--- src/rtl/teu_pkg.sv ---
// ----------------------------------------------------------------------------
// teu_pkg
// Shared types and constants of the timestamp epoch unwrapper.
// ----------------------------------------------------------------------------
`default_nettype none

package teu_pkg;

   // number of counter wraps tried per data request
   localparam int EPOCH_COUNT = 100;
   localparam int EPOCH_W     = 7;
   localparam logic [EPOCH_W-1:0] EPOCH_LAST = EPOCH_W'(EPOCH_COUNT - 1);

   localparam int TIME_W   = 48;
   localparam int MOD_W    = 36;
   localparam int UNWRAP_W = 49;
   localparam int FINE_W   = 54;
   localparam int POS_W    = 32;
   localparam int FTOA_W   = 4;
   // anchor is compared at sixteen times its value (12288 / 768)
   localparam int DIST_W   = TIME_W + 4;

   // request kinds
   localparam logic [1:0] CMD_GLOBAL  = 2'd0;
   localparam logic [1:0] CMD_PIXEL   = 2'd1;
   localparam logic [1:0] CMD_TDC     = 2'd2;
   localparam logic [1:0] CMD_CONTROL = 2'd3;

   // result status codes
   localparam logic [1:0] ST_PASS     = 2'd0;
   localparam logic [1:0] ST_ANCHOR   = 2'd1;
   localparam logic [1:0] ST_UNWRAP   = 2'd2;
   localparam logic [1:0] ST_NOANCHOR = 2'd3;

   // configuration register indexes
   localparam logic [1:0] REG_CHIP_SELECT     = 2'd0;
   localparam logic [1:0] REG_PIXEL_MODULUS   = 2'd1;
   localparam logic [1:0] REG_TDC_MODULUS     = 2'd2;
   localparam logic [1:0] REG_CONTROL_MODULUS = 2'd3;

   localparam logic [MOD_W-1:0] PIXEL_MOD_RESET   = MOD_W'(36'd16384);
   localparam logic [MOD_W-1:0] TDC_MOD_RESET     = MOD_W'(36'd34359738368);
   localparam logic [MOD_W-1:0] CONTROL_MOD_RESET = MOD_W'(36'd4294967296);

   // controller to datapath
   typedef struct packed {
      logic accept;
      logic step;
      logic load_out;
   } teu_cmd_type;

   // datapath to controller
   typedef struct packed {
      logic needs_search;
      logic last_epoch;
   } teu_stat_type;

endpackage

`default_nettype wire

--- src/rtl/teu_ctrl.sv ---
// ----------------------------------------------------------------------------
// teu_ctrl
// Sequencer: accept a request, run the epoch search, hand off the response.
// ----------------------------------------------------------------------------
`default_nettype none

module teu_ctrl (
   input  wire logic                  clock,
   input  wire logic                  reset,
   input  wire logic                  req_valid,
   output logic                       req_ready,
   output logic                       rsp_valid,
   input  wire logic                  rsp_ready,
   input  wire teu_pkg::teu_stat_type stat,
   output teu_pkg::teu_cmd_type       cmd
);

   localparam logic [1:0] S_IDLE   = 2'd0;
   localparam logic [1:0] S_SEARCH = 2'd1;
   localparam logic [1:0] S_DONE   = 2'd2;

   logic [1:0] state_ff, state_in;
   logic       rsp_valid_ff, rsp_valid_in;
   logic       out_free;

   assign out_free  = !rsp_valid_ff || rsp_ready;
   assign req_ready = (state_ff == S_IDLE);
   assign rsp_valid = rsp_valid_ff;

   always_comb begin
      state_in     = state_ff;
      cmd.accept   = 1'b0;
      cmd.step     = 1'b0;
      cmd.load_out = 1'b0;
      unique case (state_ff)
         S_IDLE: begin
            if (req_valid) begin
               cmd.accept = 1'b1;
               state_in   = stat.needs_search ? S_SEARCH : S_DONE;
            end
         end
         S_SEARCH: begin
            cmd.step = 1'b1;
            if (stat.last_epoch) begin
               state_in = S_DONE;
            end
         end
         S_DONE: begin
            // wait for the response register to drain
            if (out_free) begin
               cmd.load_out = 1'b1;
               state_in     = S_IDLE;
            end
         end
         default: begin
            state_in = S_IDLE;
         end
      endcase
   end

   always_comb begin
      if (cmd.load_out) begin
         rsp_valid_in = 1'b1;
      end else if (rsp_ready) begin
         rsp_valid_in = 1'b0;
      end else begin
         rsp_valid_in = rsp_valid_ff;
      end
   end

   always_ff @(posedge clock) begin
      if (reset) begin
         state_ff     <= S_IDLE;
         rsp_valid_ff <= 1'b0;
      end else begin
         state_ff     <= state_in;
         rsp_valid_ff <= rsp_valid_in;
      end
   end

   a_search_ends: assert property (@(posedge clock) disable iff (reset)
      (state_ff == S_SEARCH && stat.last_epoch) |=> (state_ff == S_DONE))
      else $error("search did not finish after the last epoch");

   a_load_sets_valid: assert property (@(posedge clock) disable iff (reset)
      cmd.load_out |=> rsp_valid_ff)
      else $error("response loaded but not presented");

   a_done_drains: assert property (@(posedge clock) disable iff (reset)
      (state_ff == S_DONE && out_free) |=> (state_ff == S_IDLE))
      else $error("finished request not handed off");

endmodule

`default_nettype wire

--- src/rtl/teu_dpath.sv ---
// ----------------------------------------------------------------------------
// teu_dpath
// Registers, anchor tracking and the one-epoch-per-cycle distance compare.
// ----------------------------------------------------------------------------
`default_nettype none

module teu_dpath (
   input  wire logic                                 clock,
   input  wire logic                                 reset,
   input  wire logic                                 csr_write_en,
   input  wire logic [1:0]                           csr_index,
   input  wire logic [teu_pkg::MOD_W-1:0]            csr_wdata,
   input  wire logic [1:0]                           req_command,
   input  wire logic [1:0]                           req_chip,
   input  wire logic [teu_pkg::TIME_W-1:0]           req_time_value,
   input  wire logic [teu_pkg::FTOA_W-1:0]           req_fine_toa,
   input  wire logic                                 req_is_packet_count,
   input  wire logic [teu_pkg::POS_W-1:0]            req_chunk_number,
   input  wire logic [teu_pkg::POS_W-1:0]            req_packet_number,
   input  wire teu_pkg::teu_cmd_type                 cmd,
   output teu_pkg::teu_stat_type                     stat,
   output logic [1:0]                                rsp_status,
   output logic [teu_pkg::EPOCH_W-1:0]               rsp_epoch,
   output logic [teu_pkg::UNWRAP_W-1:0]              rsp_unwrapped_time,
   output logic signed [teu_pkg::FINE_W-1:0]         rsp_fine_time
);

   // configuration
   logic [1:0]                  chip_select_ff, chip_select_in;
   logic [teu_pkg::MOD_W-1:0]   pixel_mod_ff, pixel_mod_in;
   logic [teu_pkg::MOD_W-1:0]   tdc_mod_ff, tdc_mod_in;
   logic [teu_pkg::MOD_W-1:0]   control_mod_ff, control_mod_in;

   // anchor
   logic                        anchor_valid_ff, anchor_valid_in;
   logic [teu_pkg::TIME_W-1:0]  anchor_time_ff, anchor_time_in;
   logic [teu_pkg::POS_W-1:0]   anchor_chunk_ff, anchor_chunk_in;
   logic [teu_pkg::POS_W-1:0]   anchor_packet_ff, anchor_packet_in;

   // current request and search
   logic [1:0]                  item_status_ff, item_status_in;
   logic                        item_pixel_ff, item_pixel_in;
   logic [teu_pkg::FTOA_W-1:0]  item_ftoa_ff, item_ftoa_in;
   logic [teu_pkg::MOD_W-1:0]   mod_ff, mod_in;
   logic [teu_pkg::UNWRAP_W-1:0] acc_ff, acc_in;
   logic [teu_pkg::EPOCH_W-1:0] ep_ff, ep_in;
   logic [teu_pkg::EPOCH_W-1:0] best_ep_ff, best_ep_in;
   logic [teu_pkg::UNWRAP_W-1:0] best_x_ff, best_x_in;
   logic [teu_pkg::DIST_W-1:0]  best_dist_ff, best_dist_in;

   // request classification
   logic                        selected, is_global, is_data, earlier;
   logic [1:0]                  req_status;
   logic [teu_pkg::MOD_W-1:0]   req_mod;

   // distance
   logic [teu_pkg::DIST_W-1:0]  target, cand, span;
   logic                        better;
   logic [teu_pkg::FINE_W-1:0]  fine_calc;

   assign selected  = (req_chip == chip_select_ff);
   assign is_global = (req_command == teu_pkg::CMD_GLOBAL);
   assign is_data   = selected && !is_global &&
                      !((req_command == teu_pkg::CMD_CONTROL) && req_is_packet_count);
   assign earlier   = !anchor_valid_ff || (req_chunk_number < anchor_chunk_ff) ||
                      ((req_chunk_number == anchor_chunk_ff) &&
                       (req_packet_number < anchor_packet_ff));

   always_comb begin
      if (selected && is_global) begin
         req_status = teu_pkg::ST_ANCHOR;
      end else if (is_data) begin
         req_status = anchor_valid_ff ? teu_pkg::ST_UNWRAP : teu_pkg::ST_NOANCHOR;
      end else begin
         req_status = teu_pkg::ST_PASS;
      end
   end

   always_comb begin
      unique case (req_command)
         teu_pkg::CMD_PIXEL:   req_mod = pixel_mod_ff;
         teu_pkg::CMD_TDC:     req_mod = tdc_mod_ff;
         teu_pkg::CMD_CONTROL: req_mod = control_mod_ff;
         default:              req_mod = control_mod_ff;
      endcase
   end

   assign stat.needs_search = is_data && anchor_valid_ff;
   assign stat.last_epoch   = (ep_ff == teu_pkg::EPOCH_LAST);

   // compare at scale 1/768: candidate x against anchor * 16
   assign target = {anchor_time_ff, 4'b0000};
   assign cand   = teu_pkg::DIST_W'(acc_ff);
   assign span   = (cand >= target) ? (cand - target) : (target - cand);
   assign better = (ep_ff == '0) || (span < best_dist_ff);

   assign fine_calc = {1'b0, best_x_ff, 4'b0000} - teu_pkg::FINE_W'(item_ftoa_ff);

   always_comb begin
      chip_select_in = chip_select_ff;
      pixel_mod_in   = pixel_mod_ff;
      tdc_mod_in     = tdc_mod_ff;
      control_mod_in = control_mod_ff;
      if (csr_write_en) begin
         unique case (csr_index)
            teu_pkg::REG_CHIP_SELECT:     chip_select_in = csr_wdata[1:0];
            teu_pkg::REG_PIXEL_MODULUS:   pixel_mod_in   = csr_wdata;
            teu_pkg::REG_TDC_MODULUS:     tdc_mod_in     = csr_wdata;
            teu_pkg::REG_CONTROL_MODULUS: control_mod_in = csr_wdata;
            default:                      chip_select_in = chip_select_ff;
         endcase
      end
   end

   always_comb begin
      anchor_valid_in  = anchor_valid_ff;
      anchor_time_in   = anchor_time_ff;
      anchor_chunk_in  = anchor_chunk_ff;
      anchor_packet_in = anchor_packet_ff;
      item_status_in   = item_status_ff;
      item_pixel_in    = item_pixel_ff;
      item_ftoa_in     = item_ftoa_ff;
      mod_in           = mod_ff;
      acc_in           = acc_ff;
      ep_in            = ep_ff;
      best_ep_in       = best_ep_ff;
      best_x_in        = best_x_ff;
      best_dist_in     = best_dist_ff;
      if (cmd.accept) begin
         // keep the earliest-positioned anchor; ties keep the first arrival
         if (selected && is_global && earlier) begin
            anchor_valid_in  = 1'b1;
            anchor_time_in   = req_time_value;
            anchor_chunk_in  = req_chunk_number;
            anchor_packet_in = req_packet_number;
         end
         item_status_in = req_status;
         item_pixel_in  = is_data && (req_command == teu_pkg::CMD_PIXEL);
         item_ftoa_in   = req_fine_toa;
         mod_in         = req_mod;
         acc_in         = teu_pkg::UNWRAP_W'(req_time_value);
         ep_in          = '0;
         best_ep_in     = '0;
         best_x_in      = teu_pkg::UNWRAP_W'(req_time_value);
      end else if (cmd.step) begin
         if (better) begin
            best_ep_in   = ep_ff;
            best_x_in    = acc_ff;
            best_dist_in = span;
         end
         acc_in = acc_ff + teu_pkg::UNWRAP_W'(mod_ff);
         ep_in  = ep_ff + 1'b1;
      end
   end

   always_ff @(posedge clock) begin
      if (reset) begin
         chip_select_ff   <= '0;
         pixel_mod_ff     <= teu_pkg::PIXEL_MOD_RESET;
         tdc_mod_ff       <= teu_pkg::TDC_MOD_RESET;
         control_mod_ff   <= teu_pkg::CONTROL_MOD_RESET;
         anchor_valid_ff  <= 1'b0;
         anchor_time_ff   <= '0;
         anchor_chunk_ff  <= '0;
         anchor_packet_ff <= '0;
      end else begin
         chip_select_ff   <= chip_select_in;
         pixel_mod_ff     <= pixel_mod_in;
         tdc_mod_ff       <= tdc_mod_in;
         control_mod_ff   <= control_mod_in;
         anchor_valid_ff  <= anchor_valid_in;
         anchor_time_ff   <= anchor_time_in;
         anchor_chunk_ff  <= anchor_chunk_in;
         anchor_packet_ff <= anchor_packet_in;
      end
   end

   always_ff @(posedge clock) begin
      item_status_ff <= item_status_in;
      item_pixel_ff  <= item_pixel_in;
      item_ftoa_ff   <= item_ftoa_in;
      mod_ff         <= mod_in;
      acc_ff         <= acc_in;
      ep_ff          <= ep_in;
      best_ep_ff     <= best_ep_in;
      best_x_ff      <= best_x_in;
      best_dist_ff   <= best_dist_in;
   end

   // response payload register
   always_ff @(posedge clock) begin
      if (cmd.load_out) begin
         rsp_status         <= item_status_ff;
         rsp_epoch          <= best_ep_ff;
         rsp_unwrapped_time <= best_x_ff;
         rsp_fine_time      <= item_pixel_ff ? $signed(fine_calc) : '0;
      end
   end

   a_epoch_in_range: assert property (@(posedge clock) disable iff (reset)
      cmd.step |-> (ep_ff <= teu_pkg::EPOCH_LAST))
      else $error("epoch counter ran past the last epoch");

endmodule

`default_nettype wire

--- src/rtl/timestamp_epoch_unwrapper_core.sv ---
// A global, passed or anchorless request goes from acceptance straight to the response register,
// while an unwrapped data request first runs 100 epoch compares, one per cycle.
// A new request is taken only after the previous one is loaded into the response register,
// since the single shared epoch accumulator and distance comparator serve one at a time.
// Reset (synchronous, active high): registers to defaults, no anchor held, no response pending.
// ----------------------------------------------------------------------------
// timestamp_epoch_unwrapper_core
// Unwraps wrapped hit timestamps of the selected chip against the earliest
// global-time anchor seen, by searching the counter epoch closest to it.
// ----------------------------------------------------------------------------
`default_nettype none

module timestamp_epoch_unwrapper_core (
   input  wire logic                              clock,
   input  wire logic                              reset,
   // configuration writes
   input  wire logic                              csr_write_en,
   input  wire logic [1:0]                        csr_index,
   input  wire logic [teu_pkg::MOD_W-1:0]         csr_wdata,
   // request channel
   input  wire logic                              req_valid,
   output logic                                   req_ready,
   input  wire logic [1:0]                        req_command,
   input  wire logic [1:0]                        req_chip,
   input  wire logic [teu_pkg::TIME_W-1:0]        req_time_value,
   input  wire logic [teu_pkg::FTOA_W-1:0]        req_fine_toa,
   input  wire logic                              req_is_packet_count,
   input  wire logic [teu_pkg::POS_W-1:0]         req_chunk_number,
   input  wire logic [teu_pkg::POS_W-1:0]         req_packet_number,
   // response channel
   output logic                                   rsp_valid,
   input  wire logic                              rsp_ready,
   output logic [1:0]                             rsp_status,
   output logic [teu_pkg::EPOCH_W-1:0]            rsp_epoch,
   output logic [teu_pkg::UNWRAP_W-1:0]           rsp_unwrapped_time,
   output logic signed [teu_pkg::FINE_W-1:0]      rsp_fine_time
);

   // Controller and datapath talk only through these two bundles: the
   // controller says accept / step / load, the datapath answers whether the
   // request needs a search and whether the last epoch is under compare.
   teu_pkg::teu_cmd_type  cmd;
   teu_pkg::teu_stat_type stat;

   // Sequencer: IDLE takes a request, SEARCH walks epochs 0..99, DONE waits
   // for the response register to be free and loads it. The response register
   // separates the two sides, so a new request is taken while the previous
   // response still waits downstream.
   teu_ctrl u_ctrl (
      .clock     (clock),
      .reset     (reset),
      .req_valid (req_valid),
      .req_ready (req_ready),
      .rsp_valid (rsp_valid),
      .rsp_ready (rsp_ready),
      .stat      (stat),
      .cmd       (cmd)
   );

   // Datapath: the candidate raw + e*modulus advances by one modulus per
   // cycle (no multiplier). Both sides of the compare carry the common factor
   // 768, so the distance is taken against anchor*16; strict less-than keeps
   // the lowest epoch on ties.
   teu_dpath u_dpath (
      .clock               (clock),
      .reset               (reset),
      .csr_write_en        (csr_write_en),
      .csr_index           (csr_index),
      .csr_wdata           (csr_wdata),
      .req_command         (req_command),
      .req_chip            (req_chip),
      .req_time_value      (req_time_value),
      .req_fine_toa        (req_fine_toa),
      .req_is_packet_count (req_is_packet_count),
      .req_chunk_number    (req_chunk_number),
      .req_packet_number   (req_packet_number),
      .cmd                 (cmd),
      .stat                (stat),
      .rsp_status          (rsp_status),
      .rsp_epoch           (rsp_epoch),
      .rsp_unwrapped_time  (rsp_unwrapped_time),
      .rsp_fine_time       (rsp_fine_time)
   );

endmodule

`default_nettype wire

--- config.mk ---
export PLATFORM = sky130hd
export DESIGN_NAME = timestamp_epoch_unwrapper_core
export DESIGN_NICKNAME = d
export VERILOG_FILES = /design/src/rtl/teu_pkg.sv /design/src/rtl/teu_ctrl.sv /design/src/rtl/teu_dpath.sv /design/src/rtl/timestamp_epoch_unwrapper_core.sv
export SDC_FILE = /design/constraint.sdc
export NUM_CORES = 1
export LEC_CHECK = 0
export BUFFER_PORTS_ARGS = -buffer_cell sky130_fd_sc_hd__buf_2
export CORE_MARGIN = 5
export CORE_UTILIZATION = 41
export DETAILED_ROUTE_END_ITERATION = 8
export PLACE_DENSITY = 0.6
export SYNTH_ARGS = -nofsm -noshare
export SYNTH_HDL_FRONTEND = slang
export SYNTH_HIERARCHICAL = 1
export SYNTH_SLANG_ARGS = --single-unit
export TNS_END_PERCENT = 100
--- constraint.sdc ---
create_clock -name clock -period 20.9 [get_ports clock]
set_input_delay 2.09 -clock clock [delete_from_list [all_inputs] [get_ports clock]]
set_output_delay 2.09 -clock clock [all_outputs]
set_load 0.005 [all_outputs]
==> results of run 1 <==
-- synthesized netlist by cell type, drive strengths merged (11+ instances only) --
cell,n
nand2,489
a21oi,313
edfxtp,303
nor2,270
ha,248
inv,248
dfxtp,242
clkbuf,202
o21ai,186
nand4,166
nand3,152
or4b,112
nand4b,110
a21o,95
xnor2,69
xor2,56
and2,51
buf,51
a22oi,42
nor3,35
nand2b,29
o21bai,29
a211oi,25
a31oi,23
nor2b,19
nor4,19
mux2i,18
or3,17
a21boi,16
o21a,15
o31ai,14
or4,14
a221oi,12
o211ai,11
-- layer usage --
metal,wire [um],share of wire
met5,116,0.0012
met4,2210,0.022
met1,47400,0.47
met3,7640,0.076
met2,43100,0.43
-- cell type report --
type,count,area (um2),area share
multi-input cells,2774,18000,0.474
clock buffers,87,1840,0.0483
clock inverters,33,334,0.00879
flip-flops and latches,545,13900,0.367
well taps,1070,1340,0.0352
diodes,13,32.5,0.000856
inverters,248,931,0.0245
repair buffers,303,1590,0.0419
-- power by group --
group	internal, uW	total [uW]	leakage, uW	switching, uW
Clock	686	1160	0.00105	475
Sequential	1220	1270	0.00484	44.8
Combinational	271	729	0.00876	459
-- worst paths after layout --
kind | startpoint | end | slack [ns] | cells after the start
worst max register to register | u_dpath/acc_ff[4] | u_dpath/best_dist_ff[2] | 13.85 | 24
worst min register to register | u_dpath/item_status_ff[1] | u_dpath/rsp_status[1] | 0.42 | 0
worst min-delay path | u_dpath/item_status_ff[1] | u_dpath/rsp_status[1] | 0.42 | 0
worst max-delay path | u_dpath/acc_ff[4] | u_dpath/best_dist_ff[2] | 13.85 | 24
-- worst register-to-register path: stages, from the launching register on --
cell	delay [ns]
sky130_fd_sc_hd__edfxtp_1	0.39
sky130_fd_sc_hd__inv_1	0.11
sky130_fd_sc_hd__ha_1	0.16
sky130_fd_sc_hd__inv_1	0.05
sky130_fd_sc_hd__fa_1	0.41
sky130_fd_sc_hd__a211oi_1	0.28
sky130_fd_sc_hd__o21ai_0	0.21
sky130_fd_sc_hd__o211ai_1	0.31
sky130_fd_sc_hd__a31oi_1	0.27
sky130_fd_sc_hd__o21ai_1	0.38
sky130_fd_sc_hd__nand2_2	0.36
sky130_fd_sc_hd__buf_4	0.37
sky130_fd_sc_hd__a211oi_1	0.26
sky130_fd_sc_hd__a21oi_1	0.08
sky130_fd_sc_hd__xnor2_1	0.23
sky130_fd_sc_hd__ha_1	0.29
sky130_fd_sc_hd__a2111o_1	0.39
sky130_fd_sc_hd__a211oi_1	0.20
sky130_fd_sc_hd__o21ai_0	0.14
sky130_fd_sc_hd__a21oi_1	0.20
sky130_fd_sc_hd__a2111oi_0	0.13
sky130_fd_sc_hd__buf_4	0.17
sky130_fd_sc_hd__o31a_1	0.54
sky130_fd_sc_hd__nor2_4	0.16
sky130_fd_sc_hd__buf_4	0.55
-- flip-flops by register name, summed over array words and instances (netlist names), 7 cells and up --
signal                      flops
u_dpath/rsp_fine_time          54
u_dpath/best_dist_ff           52
u_dpath/acc_ff                 49
u_dpath/best_x_ff              49
u_dpath/rsp_unwrapped_time     49
u_dpath/anchor_time_ff         48
u_dpath/control_mod_ff         36
u_dpath/mod_ff                 36
u_dpath/pixel_mod_ff           36
u_dpath/tdc_mod_ff             36
u_dpath/anchor_chunk_ff        32
u_dpath/anchor_packet_ff       32
u_dpath/best_ep_ff              7
u_dpath/ep_ff                   7
u_dpath/rsp_epoch               7
-- cells by family after synthesis --
kind of cell,count (synthesis)
simple gates,1530
buf+inv,501
fa+ha+maj,250
flops,545
compound gates,844
xor+xnor,125
mux,25
-- per-stage QoR --
stage	hold WS (ns)	instance area, um2	instances
floorplan	0.400	33800	3820
global placement	0.403	35800	4940
detailed placement	0.419	35800	4940
CTS	0.419	38000	5060
global route	0.426	38000	5067
finish	0.420	38000	5073
==> run summary, run 1 <==
Setup repair after global routing left no endpoint under its margin. The run finished with clean final reports. On the critical path the largest part of the delay comes from compound AO/OA/AOI/OAI gates. The max-slew violation total from the final report is 0.

The number of flops mapped to enable cells by yosys is about 300. The min-delay analysis places its worst path in the category reg -> reg. Clock tree synthesis selected as its root buffer the cell sky130_fd_sc_hd__clkbuf_16.

IR analysis of the VDD net gives a maximum drop of 55.1 uV. The die width is between 200 and 300 um. The area share of the largest cell type after synthesis came out at 0.269.

The detailed-router iteration count before antenna repair is 7. The initial antenna violation count is 28. The slack of the critical path is approximately 14 ns. In this run the most used layer during global routing was met2. The share of the yosys chip area belonging to registers is 0.413. The number of buffers added on ports is 277. The maximum fanout encountered on the critical timing path came out at 52. The detail-routed net length per standard cell came out at 19.8 um. Once detailed placement completed, the half-perimeter wirelength came to just over 70000 um.

Once the clock tree was built, the resizer swapped 0 gates to a different size. The source-to-sink clock delay at the later pin of the worst-skew pair is roughly 0.6 ns. The average footprint of a synthesized cell is 8.85 um2. After floorplanning, the core was sized to cover a little over 80000 um2. In the global route stage, met3 resource usage came out at 0.0495. The total negative slack is 0 ns.

The number of nets in the synthesized netlist is around 4200. The via count of the first global-routing pass came out at ~27000. In this run the static leakage power is 0.0147 uW. The chip height came out at 297 um. The number of hold-repair buffers added at the cts stage came out at 0. The number of synthesized register bits is 545. The cell type with the largest total area after synthesis is sky130_fd_sc_hd__edfxtp_1. The I/O pin count is between 200 and 300. In the post-synthesis netlist, the biggest area contributors are sky130_fd_sc_hd__edfxtp_1 (27%), sky130_fd_sc_hd__dfxtp_1 (14%), sky130_fd_sc_hd__ha_1 (9.2%), sky130_fd_sc_hd__nand2_1 (5.4%), sky130_fd_sc_hd__a21oi_1 (4.6%).

The final standard cell utilization of the core is 0.464. The detailed-route vias per instance came out at 5.69. The number of buffers inserted by post-CTS setup repair came out at 0. The pin count of the biggest net entering global routing is between 100 and 150.

The synthesized-area fraction occupied by ao, oa, aoi and oai cells came out at 0.153. The endpoint required time on the critical path came out at 21.13 ns. The total of fill cells in the finished design came out at 8071. The H-tree depth came out at 3.

The remaining global-route overflow is 0. Across the run, the number of max-cap violations was 0. The number of DRC markers after the initial detailed-route iteration is 2353. The critical path class is reg -> reg. The most used flip-flop cell after synthesis is sky130_fd_sc_hd__edfxtp_1. The upper clock frequency limit is approximately 140 MHz. Leaving out fill and tap cells, the most frequent cells in the layout are sky130_fd_sc_hd__nand2_1 (488), sky130_fd_sc_hd__a21oi_1 (313), sky130_fd_sc_hd__edfxtp_1 (303).

From synthesis to final layout, the design area changed by 12.5%. The all-layer global routing usage came out at 0.215. For this design the ratio of total power to cell area is 83.0 nW/um2.

The area of the die came out at 88300 um2. The final worst clock skew is 0.0203 ns. The global routing usage on met1 is 0.313.

The combined area of all synthesized cells came out at between 30000 and 40000 um2. Walking the worst path, the cells encountered are inv_1 -> ha_1 -> inv_1 -> fa_1 -> a211oi_1 -> o21ai_0 -> o211ai_1 -> a31oi_1 -> o21ai_1 -> nand2_2 -> buf_4 -> a211oi_1 -> a21oi_1 -> xnor2_1 -> ha_1 -> a2111o_1 -> a211oi_1 -> o21ai_0 -> a21oi_1 -> a2111oi_0 -> buf_4 -> o31a_1 -> nor2_4 -> buf_4. The largest buffer count on any clock path came out at 3. The critical path data arrival time is 7.28 ns. The detailed-route DRC error count came out at 0. The clock sink total came out at around 550.

The count of yosys warnings during synthesis came out at 6. Dividing the final minimum period by the clock period gives 0.337. Leaving out fill and tap cells, the most frequent cell in the layout is sky130_fd_sc_hd__nand2_1. Routability-driven placement finished with a final weighted congestion of around 0.95.

For this configuration, the core starts out at a cell density of 0.413. The number of core rows came out at 105. The slowest stage of the critical path is the sky130_fd_sc_hd__buf_4 cell. In the synthesized netlist the async set-or-reset flop fraction comes to 0. The count of nets after finishing is 4352. TritonCTS built the clock tree. The clock-pin slew of the registers on the worst-case setup and hold paths is roughly 0.060 ns. Overall power consumption after layout is estimated at 3150 uW. STA classifies the critical path startpoint as a flop.

The maximum cell stage delay along the critical path is approximately 0.55 ns. The mux share of post-synthesis cell area came out at 0.00767. The worst pin sits at a relative slew slack of 0.195.

Of the total synthesized cell area, the portion taken by AND, OR, NAND and NOR gates is 0.244. The clock period minus worst slack is about 7 ns. In this run the remaining antenna-violating nets after routing total 0. The kind of capture point of the worst setup path is a flop. The xor and xnor fraction of the mapped netlist area came out at 0.0324. In the global route stage, met2 resource usage came out at 0.322. The total number of vias came out at between 20000 and 30000.

The post-place setup slack came out at 13.89 ns. The total wirelength of the detailed-routed design is 100000 um. The first global-routing pass estimated 155000 um of wire. By area, the combinational part of the netlist is dominated by simple AND/OR/NAND/NOR gates. Buffers inserted during clock tree synthesis total 66. The unique cell type count in the Yosys netlist is 82. The number of instances in the synthesized netlist came out at 3820. The critical path contains buffers and inverters numbering 5 combined.

The final number of setup-violating endpoints came out at 0. The synthesized-area fraction occupied by adder cells is 0.0930. The final hold violation count came out at 0. The actual slew at the worst max-slew pin came out at 1.21 ns. The fraction of layout instances using a drive strength above 1 is 0.132.
(Power assumes the default switching activity.)
==> inputs of run 2 (changes only) <==
--- a/config.mk
+++ b/config.mk
@@ -9,7 +9,7 @@
 export CORE_MARGIN = 5
 export CORE_UTILIZATION = 41
 export DETAILED_ROUTE_END_ITERATION = 8
-export PLACE_DENSITY = 0.6
+export PLACE_DENSITY = 0.62
 export SYNTH_ARGS = -nofsm -noshare
 export SYNTH_HDL_FRONTEND = slang
 export SYNTH_HIERARCHICAL = 1
==> constraint.sdc (replaced) <==
create_clock -name clock -period 6.3 [get_ports clock]
set_input_delay 0.63 -clock clock [delete_from_list [all_inputs] [get_ports clock]]
set_output_delay 0.63 -clock clock [all_outputs]
set_load 0.005 [all_outputs]
==> run 2 against run 1 <==
Hold slack worse by 0.22 ns; register-to-register slack got worse by 14 ns; combinational power grew to 3.4 times the previous value; sequential power increased to 3.3 times the previous value; clock skew grew 0.0081 ns; critical path type unchanged; critical endpoint is now u_dpath/best_x_ff[10]; largest cell class unchanged; largest power group unchanged; highest routed layer unchanged.
==> run summary, run 2 (same netlist as run 1, synthesis figures left out) <==
The run finished with clean final reports. The residual antenna-violating net count after detailed routing came out at 0. The initial antenna violation count is 30. The number of core rows came out at 105. After detailed routing, the total wire length is 101000 um. The core region area is 81800 um2. The max-slew violation total from the final report came to 0.

The number of hold-repair buffers added at the cts stage is 0. In the layout the commonest cells are sky130_fd_sc_hd__nand2_1 (488), sky130_fd_sc_hd__a21oi_1 (313), sky130_fd_sc_hd__edfxtp_1 (303). In this run the static leakage power is 0.0149 uW.

The worst setup path startpoint is u_dpath/acc_ff[30]. The global routing usage on met1 is 0.329. STA classifies the critical path startpoint as a flop. Along the worst hold path, the cell count comes to 1. The global-route track usage on met3 is 0.0428. The maximum cell stage delay along the critical path is 0.56 ns. The reg-to-reg endpoint is u_dpath/best_x_ff[10]. For this block, the initial DRC count from the detailed router was 2533. At the worst endpoint, the arrival time is 6.30 ns. The root buffer cell chosen for the clock tree is sky130_fd_sc_hd__clkbuf_16.

The busiest layer in global routing is met1. The area growth from synthesis to layout is 13.8%. The detailed placement HPWL is 72500 um. The largest voltage drop on the vdd net is around 170 uV. The worst-case headroom to the max-slew limit is 0.240. The largest registers in the layout are u_dpath/rsp_fine_time: 54 flops, u_dpath/best_dist_ff: 52 flops. Setup violations remaining at the end of the flow were counted as 0. The H-tree depth is 3. The initial cell density of the core is 0.413. The placer's final routability congestion estimate came out at just over 0.9.

The register with the most flip-flops in the layout has 54 of them. Timing analysis after detailed placement gives a worst setup slack of about 0.089 ns. The cell with the biggest individual delay on the critical path is sky130_fd_sc_hd__or4_4. The kind of cell with the highest combined delay along the critical path is simple AND/OR/NAND/NOR gates. The fraction of layout instances using a drive strength above 1 is 0.142. The logic depth of the worst setup path including buffers came out at 20. The chip height is 297 um. The die covers ~88000 um2. The depth of the worst register-to-register path came out at 20. The slack of the critical path came out at 0.273 ns. The worst hold path begins at req_fine_toa[0]. The total of fill cells in the finished design came out at between 7000 and 8000. The final worst clock skew is between 0.02 and 0.03 ns. The CTS tree is built. The max-cap violation count is 0.

The all-layer global routing usage is 0.219. The clock sink total came out at 545. The power per standard cell area is 277 nW/um2. At the pin with the least slew margin, the transition time is 1.14 ns.

The count of nets after finishing came out at 4384. Setup repair after global routing left no endpoint under its margin. The post-route fraction of the period consumed by the critical path is 0.957. The upper clock frequency limit came out at 166 MHz. Input and output buffers added on the ports amount to approximately 280. The detailed-route vias per instance is 5.68.

The endpoint with the worst hold slack is u_dpath/item_ftoa_ff[0]. Across the whole layout, storage elements account for 13900 um2. The first global-routing pass estimated between 150000 and 200000 um of wire. The via count of the first global-routing pass is 26700. The number of buffers and inverters on the critical path is 1. The most common cell after layout, fill and taps aside is sky130_fd_sc_hd__nand2_1.

Detailed routing inserted a total of 29000 vias. The met2 usage in global routing is 0.324. Entering global routing, the biggest net connects around 250 pins. The detailed-router iteration count before antenna repair came out at 6.

The remaining global-route overflow is 0. The launch point of the worst reg-to-reg path is u_dpath/acc_ff[30]. The total negative slack is 0 ns. The die width came out at 297 um.

The area of the multi-input gates is roughly 18000 um2. The smallest clock period supported by the final layout is computed as 6.03 ns. u_dpath/rsp_fine_time holds more flip-flops than any other register. STA classifies the critical path endpoint as a flop. The detail-routed net length per standard cell came out at 19.8 um.

The number of CTS-inserted buffers came out at 67. The register-to-register setup slack came out at 0.27 ns. The endpoint required time on the critical path came out at 6.58 ns. Along the worst path, the maximum fanout reaches 48. The final hold violation count is 0. The tightest min-delay check is of the in -> reg type. The critical path class is reg -> reg. The signal on the critical path passes through ha_1 -> and2_1 -> nand3_1 -> or4_4 -> nor4_4 -> nor3_2 -> and2_4 -> or4_4 -> o31ai_2 -> xor2_1 -> ha_1 -> a21o_1 -> a21o_1 -> a2111oi_0 -> o21ai_0 -> nor2_1 -> nand2_1 -> o31a_1 -> nand2b_2 -> buf_12.

The clock-pin slew of the registers on the worst-case setup and hold paths came out at about 0.060 ns. 278 I/O pins were placed. The later pin in the worst-skew pair is clocked with a latency of about 0.61 ns. The detailed-route DRC error count is 0. The largest buffer count on any clock path came out at 3.
-- run 2: how the worst max path moves through the flow --
stage	endpoint
after global routing	u_dpath/best_x_ff[13]
after global placement	u_dpath/best_dist_ff[1]
after floorplan	u_dpath/best_dist_ff[0]
after detailed placement	u_dpath/best_x_ff[2]
after CTS	u_dpath/best_x_ff[13]
final	u_dpath/best_x_ff[10]
-- run 2: cell type report --
cell class | instances | area share
multi-input cells | 2775 | 0.469
flip-flops and latches | 545 | 0.363
repair buffers | 333 | 0.0495
clock buffers | 89 | 0.0487
well taps | 1070 | 0.0348
inverters | 248 | 0.0242
clock inverters | 34 | 0.0102
diodes | 14 | 0.000911
-- run 2: what timing repair did --
action	in CTS	in global routing
resized for setup	0	6
setup buffers	0	2
endpoints found under the setup margin	0	108
-- run 2: stage by stage --
step                cells  power (uW)   util  hold slack (ns)  cell area (um2)
floorplan            3820        5890      -            0.400            33800
global placement     4968        6680  0.441            0.402            36100
detailed placement   4968        6690  0.441            0.418            36100
CTS                  5091       10700  0.469            0.166            38400
global route         5098       11200  0.470            0.184            38400
finish               5108       10700  0.470            0.201            38500
-- run 2: metal layers --
metal  wire (um)  vias to the layer above
li1            -                    14200
met1       48200                    13800
met2       43800                      910
met3        7340                      131
met4        1970                       18
met5         116                        -
-- run 2: power breakdown --
part / internal [uW] / switching (uW) / leakage, uW
logic: 935 / 1540 / 0.00894
registers: 4050 / 147 / 0.00484
clock network: 2400 / 1590 / 0.00111
